**src/rtl/cq_pkg.sv**
```systemverilog
package cq_pkg;

    localparam int DATA_W   = 32;
    localparam int CAP_W    = 5;
    localparam int OP_W     = 2;
    localparam int STATUS_W = 2;

    localparam logic [CAP_W-1:0] CAP_RESET = 5'd16;

    typedef enum logic [OP_W-1:0] {
        OP_ENQ  = 2'd0,
        OP_DEQ  = 2'd1,
        OP_PEEK = 2'd2,
        OP_SHOW = 2'd3
    } op_kind_t;

    typedef enum logic [STATUS_W-1:0] {
        ST_DONE  = 2'd0,
        ST_FULL  = 2'd1,
        ST_EMPTY = 2'd2
    } status_t;

    typedef enum logic [1:0] {
        BK_IDLE,
        BK_READ,
        BK_SHOW
    } back_state_t;

    // One classified command as it travels from the front part to the back part.
    typedef struct packed {
        op_kind_t          kind;
        logic [DATA_W-1:0] value;
    } cmd_t;

endpackage

```
**src/rtl/cq_front.sv**
```systemverilog
module cq_front
    import cq_pkg::*;
(
    input  logic              aclk,
    input  logic              aresetn,
    input  logic              s_tvalid,
    output logic              s_tready,
    input  logic [DATA_W-1:0] s_tdata,
    input  logic [OP_W-1:0]   s_tuser,
    output logic              cmd_valid,
    input  logic              cmd_ready,
    output cmd_t              cmd
);

    cmd_t       slot_reg [2];
    logic       wr_ptr_reg;
    logic       wr_ptr_next;
    logic       rd_ptr_reg;
    logic       rd_ptr_next;
    logic [1:0] fill_reg;
    logic [1:0] fill_next;
    logic       push;
    logic       pop;
    cmd_t       in_cmd;

    // Decode the operation code into a command kind.
    always_comb begin
        in_cmd.value = s_tdata;
        in_cmd.kind  = op_kind_t'(s_tuser);
    end

    assign s_tready  = (fill_reg != 2'd2);
    assign cmd_valid = (fill_reg != 2'd0);
    assign cmd       = slot_reg[rd_ptr_reg];
    assign push      = s_tvalid && s_tready;
    assign pop       = cmd_valid && cmd_ready;

    always_comb begin
        wr_ptr_next = push ? ~wr_ptr_reg : wr_ptr_reg;
        rd_ptr_next = pop ? ~rd_ptr_reg : rd_ptr_reg;
        fill_next   = fill_reg;
        if (push && !pop) begin
            fill_next = fill_reg + 2'd1;
        end else if (pop && !push) begin
            fill_next = fill_reg - 2'd1;
        end
    end

    always_ff @(posedge aclk) begin
        if (!aresetn) begin
            wr_ptr_reg <= 1'b0;
            rd_ptr_reg <= 1'b0;
            fill_reg   <= 2'd0;
        end else begin
            wr_ptr_reg <= wr_ptr_next;
            rd_ptr_reg <= rd_ptr_next;
            fill_reg   <= fill_next;
        end
    end

    always_ff @(posedge aclk) begin
        if (push) begin
            slot_reg[wr_ptr_reg] <= in_cmd;
        end
    end

endmodule

```
**src/rtl/cq_back.sv**
```systemverilog
module cq_back
    import cq_pkg::*;
#(
    parameter int DEPTH = 16
) (
    input  logic                aclk,
    input  logic                aresetn,
    input  logic                cfg_wr,
    input  logic [CAP_W-1:0]    cfg_cap,
    input  logic                cmd_valid,
    output logic                cmd_ready,
    input  cmd_t                cmd,
    output logic                m_tvalid,
    input  logic                m_tready,
    output logic [39:0]         m_tdata,
    output logic [STATUS_W-1:0] m_tuser,
    output logic                m_tlast
);

    localparam int IDX_W = (DEPTH > 1) ? $clog2(DEPTH) : 1;
    localparam int CNT_W = $clog2(DEPTH + 1);

    logic [DATA_W-1:0] mem [DEPTH];
    logic [DATA_W-1:0] rd_data_reg;

    back_state_t       state_reg;
    back_state_t       state_next;
    logic [CAP_W-1:0]  cap_reg;
    logic [IDX_W-1:0]  head_reg;
    logic [IDX_W-1:0]  head_next;
    logic [IDX_W-1:0]  tail_reg;
    logic [IDX_W-1:0]  tail_next;
    logic [CNT_W-1:0]  count_reg;
    logic [CNT_W-1:0]  count_next;
    logic [IDX_W-1:0]  walk_reg;
    logic [IDX_W-1:0]  walk_next;
    logic [CNT_W-1:0]  remain_reg;
    logic [CNT_W-1:0]  remain_next;

    logic              out_valid_reg;
    status_t           out_status_reg;
    logic [DATA_W-1:0] out_data_reg;
    logic              out_last_reg;
    logic              out_empty_reg;
    logic              out_full_reg;

    logic [CNT_W-1:0]  cap_eff;
    logic              out_free;
    logic              q_empty;
    logic              q_full;
    logic              mem_we;
    logic              mem_re;
    logic [IDX_W-1:0]  mem_raddr;
    logic              load;
    status_t           ld_status;
    logic [DATA_W-1:0] ld_data;
    logic              ld_last;

    function automatic logic [IDX_W-1:0] nxt(input logic [IDX_W-1:0] i,
                                             input logic [CNT_W-1:0] cap);
        logic [CNT_W:0] n;
        n = (CNT_W + 1)'(i) + (CNT_W + 1)'(1);
        return (n >= {1'b0, cap}) ? '0 : IDX_W'(n);
    endfunction

    // A capacity of zero acts as one, anything above the depth acts as the depth.
    always_comb begin
        if (cap_reg == '0) begin
            cap_eff = CNT_W'(1);
        end else if (int'(cap_reg) > DEPTH) begin
            cap_eff = CNT_W'(DEPTH);
        end else begin
            cap_eff = CNT_W'(cap_reg);
        end
    end

    assign out_free = !out_valid_reg || m_tready;
    assign q_empty  = (count_reg == '0);
    assign q_full   = (count_reg >= cap_eff);

    always_comb begin
        state_next = state_reg;
        case (state_reg)
            BK_IDLE: begin
                if (cmd_valid && out_free && !q_empty) begin
                    if (cmd.kind == OP_DEQ || cmd.kind == OP_PEEK) begin
                        state_next = BK_READ;
                    end else if (cmd.kind == OP_SHOW) begin
                        state_next = BK_SHOW;
                    end
                end
            end
            BK_READ: begin
                if (out_free) begin
                    state_next = BK_IDLE;
                end
            end
            BK_SHOW: begin
                if (out_free && remain_reg == CNT_W'(1)) begin
                    state_next = BK_IDLE;
                end
            end
            default: state_next = BK_IDLE;
        endcase
    end

    always_comb begin
        cmd_ready   = 1'b0;
        mem_we      = 1'b0;
        mem_re      = 1'b0;
        mem_raddr   = head_reg;
        load        = 1'b0;
        ld_status   = ST_DONE;
        ld_data     = '0;
        ld_last     = 1'b1;
        head_next   = head_reg;
        tail_next   = tail_reg;
        count_next  = count_reg;
        walk_next   = walk_reg;
        remain_next = remain_reg;
        case (state_reg)
            BK_IDLE: begin
                if (cmd_valid && out_free) begin
                    cmd_ready = 1'b1;
                    case (cmd.kind)
                        OP_ENQ: begin
                            load = 1'b1;
                            if (q_full) begin
                                ld_status = ST_FULL;
                            end else begin
                                mem_we     = 1'b1;
                                ld_data    = cmd.value;
                                tail_next  = nxt(tail_reg, cap_eff);
                                count_next = count_reg + CNT_W'(1);
                            end
                        end
                        OP_DEQ: begin
                            if (q_empty) begin
                                load      = 1'b1;
                                ld_status = ST_EMPTY;
                            end else begin
                                mem_re     = 1'b1;
                                head_next  = nxt(head_reg, cap_eff);
                                count_next = count_reg - CNT_W'(1);
                            end
                        end
                        OP_PEEK: begin
                            if (q_empty) begin
                                load      = 1'b1;
                                ld_status = ST_EMPTY;
                            end else begin
                                mem_re = 1'b1;
                            end
                        end
                        default: begin
                            if (q_empty) begin
                                load      = 1'b1;
                                ld_status = ST_EMPTY;
                            end else begin
                                mem_re      = 1'b1;
                                walk_next   = nxt(head_reg, cap_eff);
                                remain_next = count_reg;
                            end
                        end
                    endcase
                end
            end
            BK_READ: begin
                if (out_free) begin
                    load    = 1'b1;
                    ld_data = rd_data_reg;
                end
            end
            BK_SHOW: begin
                if (out_free) begin
                    load    = 1'b1;
                    ld_data = rd_data_reg;
                    ld_last = (remain_reg == CNT_W'(1));
                    if (remain_reg != CNT_W'(1)) begin
                        mem_re      = 1'b1;
                        mem_raddr   = walk_reg;
                        walk_next   = nxt(walk_reg, cap_eff);
                        remain_next = remain_reg - CNT_W'(1);
                    end
                end
            end
            default: ;
        endcase
    end

    always_ff @(posedge aclk) begin
        if (!aresetn) begin
            state_reg     <= BK_IDLE;
            cap_reg       <= CAP_RESET;
            head_reg      <= '0;
            tail_reg      <= '0;
            count_reg     <= '0;
            walk_reg      <= '0;
            remain_reg    <= '0;
            out_valid_reg <= 1'b0;
        end else begin
            state_reg  <= state_next;
            walk_reg   <= walk_next;
            remain_reg <= remain_next;
            if (cfg_wr) begin
                cap_reg   <= cfg_cap;
                head_reg  <= '0;
                tail_reg  <= '0;
                count_reg <= '0;
            end else begin
                head_reg  <= head_next;
                tail_reg  <= tail_next;
                count_reg <= count_next;
            end
            if (load) begin
                out_valid_reg <= 1'b1;
            end else if (m_tready) begin
                out_valid_reg <= 1'b0;
            end
        end
    end

    always_ff @(posedge aclk) begin
        if (load) begin
            out_status_reg <= ld_status;
            out_data_reg   <= ld_data;
            out_last_reg   <= ld_last;
            out_empty_reg  <= (count_next == '0);
            out_full_reg   <= (count_next >= cap_eff);
        end
    end

    always_ff @(posedge aclk) begin
        if (mem_we) begin
            mem[tail_reg] <= cmd.value;
        end
        if (mem_re) begin
            rd_data_reg <= mem[mem_raddr];
        end
    end

    assign m_tvalid = out_valid_reg;
    assign m_tdata  = {6'b0, out_full_reg, out_empty_reg, out_data_reg};
    assign m_tuser  = out_status_reg;
    assign m_tlast  = out_last_reg;

endmodule

```
**src/rtl/circular_queue.sv**
```systemverilog
// Circular FIFO of signed 32-bit words with a run-time capacity.
// Input beats arrive on the s_ channel: s_tuser carries the operation
// (enqueue, dequeue, peek, display) and s_tdata the word to enqueue.
// Result beats leave on the m_ channel: m_tuser carries the status (done,
// rejected as full, rejected as empty), m_tdata the word and the empty and
// full flags as they stand after the operation, and m_tlast marks the final
// beat that one input beat causes.
// A two-entry command queue separates the accepting front part from the
// executing back part, so input beats are taken while results wait.
// Enqueue and every rejected operation load the result register directly.
// Dequeue and peek first read the entry store, which has a registered read
// port, and load the result from it. Display reads the entries in turn and
// emits one beat per entry, front to rear.
// The cfg_ channel writes the capacity and also empties the queue; the user
// must write it only while the block is idle, as the block itself does not
// enforce this. Reset empties the queue and sets the capacity to 16. When the
// receiver stalls, the result register holds its beat, the back part waits,
// and the command queue fills before s_tready drops.
module circular_queue
    import cq_pkg::*;
#(
    parameter int DEPTH = 16
) (
    input  logic                aclk,
    input  logic                aresetn,
    input  logic                cfg_valid,
    output logic                cfg_ready,
    input  logic [CAP_W-1:0]    cfg_data,
    input  logic                s_tvalid,
    output logic                s_tready,
    input  logic [DATA_W-1:0]   s_tdata,   // [31:0] value
    input  logic [OP_W-1:0]     s_tuser,   // [1:0] operation
    output logic                m_tvalid,
    input  logic                m_tready,
    output logic [39:0]         m_tdata,   // [31:0] data, [32] is_empty, [33] is_full
    output logic [STATUS_W-1:0] m_tuser,   // [1:0] status
    output logic                m_tlast
);

    logic cmd_valid;
    logic cmd_ready;
    cmd_t cmd;
    logic cfg_wr;

    // The capacity register is always ready to take a write.
    assign cfg_ready = 1'b1;
    assign cfg_wr    = cfg_valid && cfg_ready;

    cq_front u_front (
        .aclk      (aclk),
        .aresetn   (aresetn),
        .s_tvalid  (s_tvalid),
        .s_tready  (s_tready),
        .s_tdata   (s_tdata),
        .s_tuser   (s_tuser),
        .cmd_valid (cmd_valid),
        .cmd_ready (cmd_ready),
        .cmd       (cmd)
    );

    cq_back #(
        .DEPTH (DEPTH)
    ) u_back (
        .aclk      (aclk),
        .aresetn   (aresetn),
        .cfg_wr    (cfg_wr),
        .cfg_cap   (cfg_data),
        .cmd_valid (cmd_valid),
        .cmd_ready (cmd_ready),
        .cmd       (cmd),
        .m_tvalid  (m_tvalid),
        .m_tready  (m_tready),
        .m_tdata   (m_tdata),
        .m_tuser   (m_tuser),
        .m_tlast   (m_tlast)
    );

endmodule

```
**config.mk**
```make
export PLATFORM = sky130hd
export DESIGN_NAME = circular_queue
export DESIGN_NICKNAME = d
export VERILOG_FILES = /design/src/rtl/cq_pkg.sv /design/src/rtl/cq_front.sv /design/src/rtl/cq_back.sv /design/src/rtl/circular_queue.sv
export SDC_FILE = /design/constraint.sdc
export NUM_CORES = 1
export LEC_CHECK = 0
export BUFFER_PORTS_ARGS = -buffer_cell sky130_fd_sc_hd__buf_2
export CAP_MARGIN = 5
export CORE_ASPECT_RATIO = 0.9
export CORE_MARGIN = 2
export CORE_UTILIZATION = 50
export DETAILED_ROUTE_END_ITERATION = 8
export PLACE_DENSITY = 0.64
export SKIP_CTS_REPAIR_TIMING = 1
export SYNTH_ARGS = -nofsm -noshare
export SYNTH_HDL_FRONTEND = slang
export SYNTH_SLANG_ARGS = --single-unit
```
**constraint.sdc**
```tcl
create_clock -name aclk -period 6.9 [get_ports aclk]
set_input_delay 1.38 -clock aclk [delete_from_list [all_inputs] [get_ports aclk]]
set_output_delay 1.38 -clock aclk [all_outputs]
set_load 0.01 [all_outputs]
```
==> results.cfg <==
[clocking]
cts_buffers = 75
h-tree-depth = 3
tritoncts = yes
clkSinkCount = 684
clkLatencyLatePin_ps = 630
cts_root_buffer = clkbuf_16
clockBufferDepth = 3
cts.clk_slew.worst_paths_ps = 60

[floorplanning]
fp.coreArea_um2 = 64100
die_w_um = 272
num_rows = 88
initial_core_util_pct = 50.6
io_pins = 90
die_y_um = 246
die-area_um2 = 66900

[logic_synthesis]
ys_top_cells_by_area = edfxtp_1 60%, mux2i_1 3.3%, a21oi_1 3.2%, nand2_1 3.1%, nand2b_1 2.7%
synth_top_area_cell = edfxtp_1
yosysWarnings = 0
ys_types = 67
synth_top_area_share_pct = 60.1
synth_seq_cells = 684
syn_area_per_cell_um2 = 11.8
synth-seq-area-share_pct = 62.3
async_flop_share_pct = 0
syn_inst = 2746
synth_edf_count = 649
syn-cell-area_um2 = 32400
synth_ff_type = edfxtp_1

[route]
top_layer = met4
wl_met3_um = 7360
wirelength_um = 92200
first_pass_iters = 7
drc = 0
viasPerCell = 6.41
route.detailed.wl_per_inst_um = 25.3
initialDrtViolationCount = 2890
ant_nets = 0
wl_met2_um = 43200
wl_met1_um = 38400
vias = 23400

[global_route]
grt_pass1_wl_um = 139000
grt_max_degree = 127
grt_overflow = 0
antenna_found_initial = 1
grt_pass1_vias = 23200
grt_usage_pct = 27.3

[pwr]
pwr-share-clk_pct = 32.3
seq_power_share_pct = 42.8
vdd_drop_max_mv = 0.258
cellLeakagePower_nw = 12.8
swShare_pct = 32.5
pwr-share-comb_pct = 24.8
p_switching_mw = 4.05
p_per_area_nw_per_um2 = 345
p_int_mw = 8.41

[placed_design]
place.gp.congestion = 0.803
port-buffer-count = 82
dp_hpwl_um = 53400

[layout]
drive_gt1_share_pct = 11.4
largest_reg_flops = 512
n_antenna_cell = 0
fill_cells = 5174
nets = 2826
area_growth_pct = 11.4

[timing]
hold_ws_ps = 506
setup_tns_ps = 0
final.setup_skew_ps = 17.9
worstMarginPinSlew_ps = 1220
slew_violations = 0
fmax_mhz = 221
finalSetupViolCount = 0
rsz0062_at_grt = false
relSlewSlack_pct = 18.4
finalHoldViolations = 0
finalCriticalPeriod_ps = 4520
post-route-period-util_pct = 65.5

[min_path]
worstHoldPathType = flop to flop
hold_depth = 2

[status]
run_status = finished, final reports clean

[worst_setup_path]
worstSetupStartpointType = input port
reg2reg_depth = 6
cp_max_fo = 35
endpoint_kind = flop
cp.arrival_ps = 5010
critPathRequiredTime_ps = 7390
crit_type = input port to flop

[job]
cap_violations = 0
-- cells by family (layout without fill, tap and decap cells) --
logic type / count (synthesis) / in the layout / synth area share, %
AO/OA/AOI/OAI: 723 / 723 / 15.0
XOR/XNOR: 9 / 9 / 0.243
adder cells (fa/ha/maj): 44 / 44 / 1.70
buffers and inverters: 348 / 391 / 4.48
flip-flops: 684 / 684 / 62.3
multiplexers: 141 / 141 / 4.48
other: 2 / 7 / 0.0232
AND/OR/NAND/NOR: 795 / 795 / 11.8
-- worst max-delay path, cell delays in order --
cell and delay (ps):
buf_2 80, nand2b_1 210, and3_4 590, buf_4 480, mux2i_4 610, buf_4 470
buf_4 350, a221oi_1 130, a2111oi_0 470, a211o_1 190
-- power groups by stage --
stage,combinational [mW],sequential [mW],clock (mW)
after floorplan,2.01,5.39,0
after global placement,2.95,5.42,0
after detailed placement,3.04,5.42,0
after CTS,3.05,5.34,4.07
after global routing,3.33,5.36,4.24
final,3.10,5.34,4.03
-- cell usage in the layout (no fill, tap or decap), types with 5 or more instances in the layout --
cell type	instances
and3_1	5
nand3_1	104
buf_2	82
edfxtp_1	649
dfxtp_1	29
mux2i_1	104
nand2_1	265
nor4_1	66
a21o_1	69
nor2b_1	12
a211oi_1	65
a2111oi_0	21
a31oi_1	39
o21ai_0	118
a22oi_1	38
a311oi_1	64
nor2_1	118
inv_1	119
clkbuf_1	13
nor2_4	13
nand2b_1	139
a2111oi_2	9
nor3_1	41
bufinv_16	9
and2_1	6
mux2_2	33
clkinv_2	7
conb_1	7
a221oi_1	33
clkbuf_16	78
clkinv_1	22
a21oi_1	205
buf_4	49
a211o_1	33
xor2_1	5
ha_1	43
-- area by class of cell --
cell class / count / area (µm²) / share of cell area (%)
Sequential cell: 684 / 20200 / 56.0
Tap cell: 855 / 1070 / 2.96
Clock inverter: 42 / 450 / 1.25
Clock buffer: 91 / 2000 / 5.54
Timing Repair Buffer: 135 / 858 / 2.38
Multi-Input combinational cell: 1719 / 11000 / 30.6
Inverter: 123 / 477 / 1.32
-- worst paths after layout --
check	from	slack, ps	to
worst min register to register	u_back.state_reg[1]	510	u_back.state_reg[1]
worst min-delay path	u_back.state_reg[1]	510	u_back.state_reg[1]
worst max register to register	flop	2400	u_back.mem[9][11]
worst max-delay path	m_tready	2380	u_back.rd_data_reg[4]
-- through the flow --
step	worst slack (ps)	power [mW]	cells	cell area [µm²]	utilization (%)
final	2380	12.5	3649	36100	56.3
after global placement	1780	8.36	3515	33600	52.5
after CTS	2380	12.5	3648	36100	56.3
after global routing	2060	12.9	3649	36100	56.3
after floorplan	1500	7.39	2751	32400	-
after detailed placement	1830	8.46	3515	33600	52.5
-- per-layer routing --
metal  GRT usage (%)  up-vias
met4            11.9        0
met3            4.64      238
met5               0        -
met2            43.6     1193
li1                -    10300
met1            37.0    11600
-- cell usage after synthesis, drive strengths merged, types with 4 or more instances --
cell type  count
edfxtp       649
nand2        265
a21oi        206
clkbuf       159
nand2b       139
nor2         131
inv          121
o21ai        119
mux2i        108
nand3        104
a21o          69
buf           66
nor4          66
a211oi        65
a311oi        64
nor3          45
ha            44
a31oi         41
a22oi         38
dfxtp         35
a211o         33
a221oi        33
mux2          33
a2111oi       32
nor2b         12
and2           7
and3           7
xor2           5
xnor2          4
No activity file was read; power rests on OpenSTA's default activity.
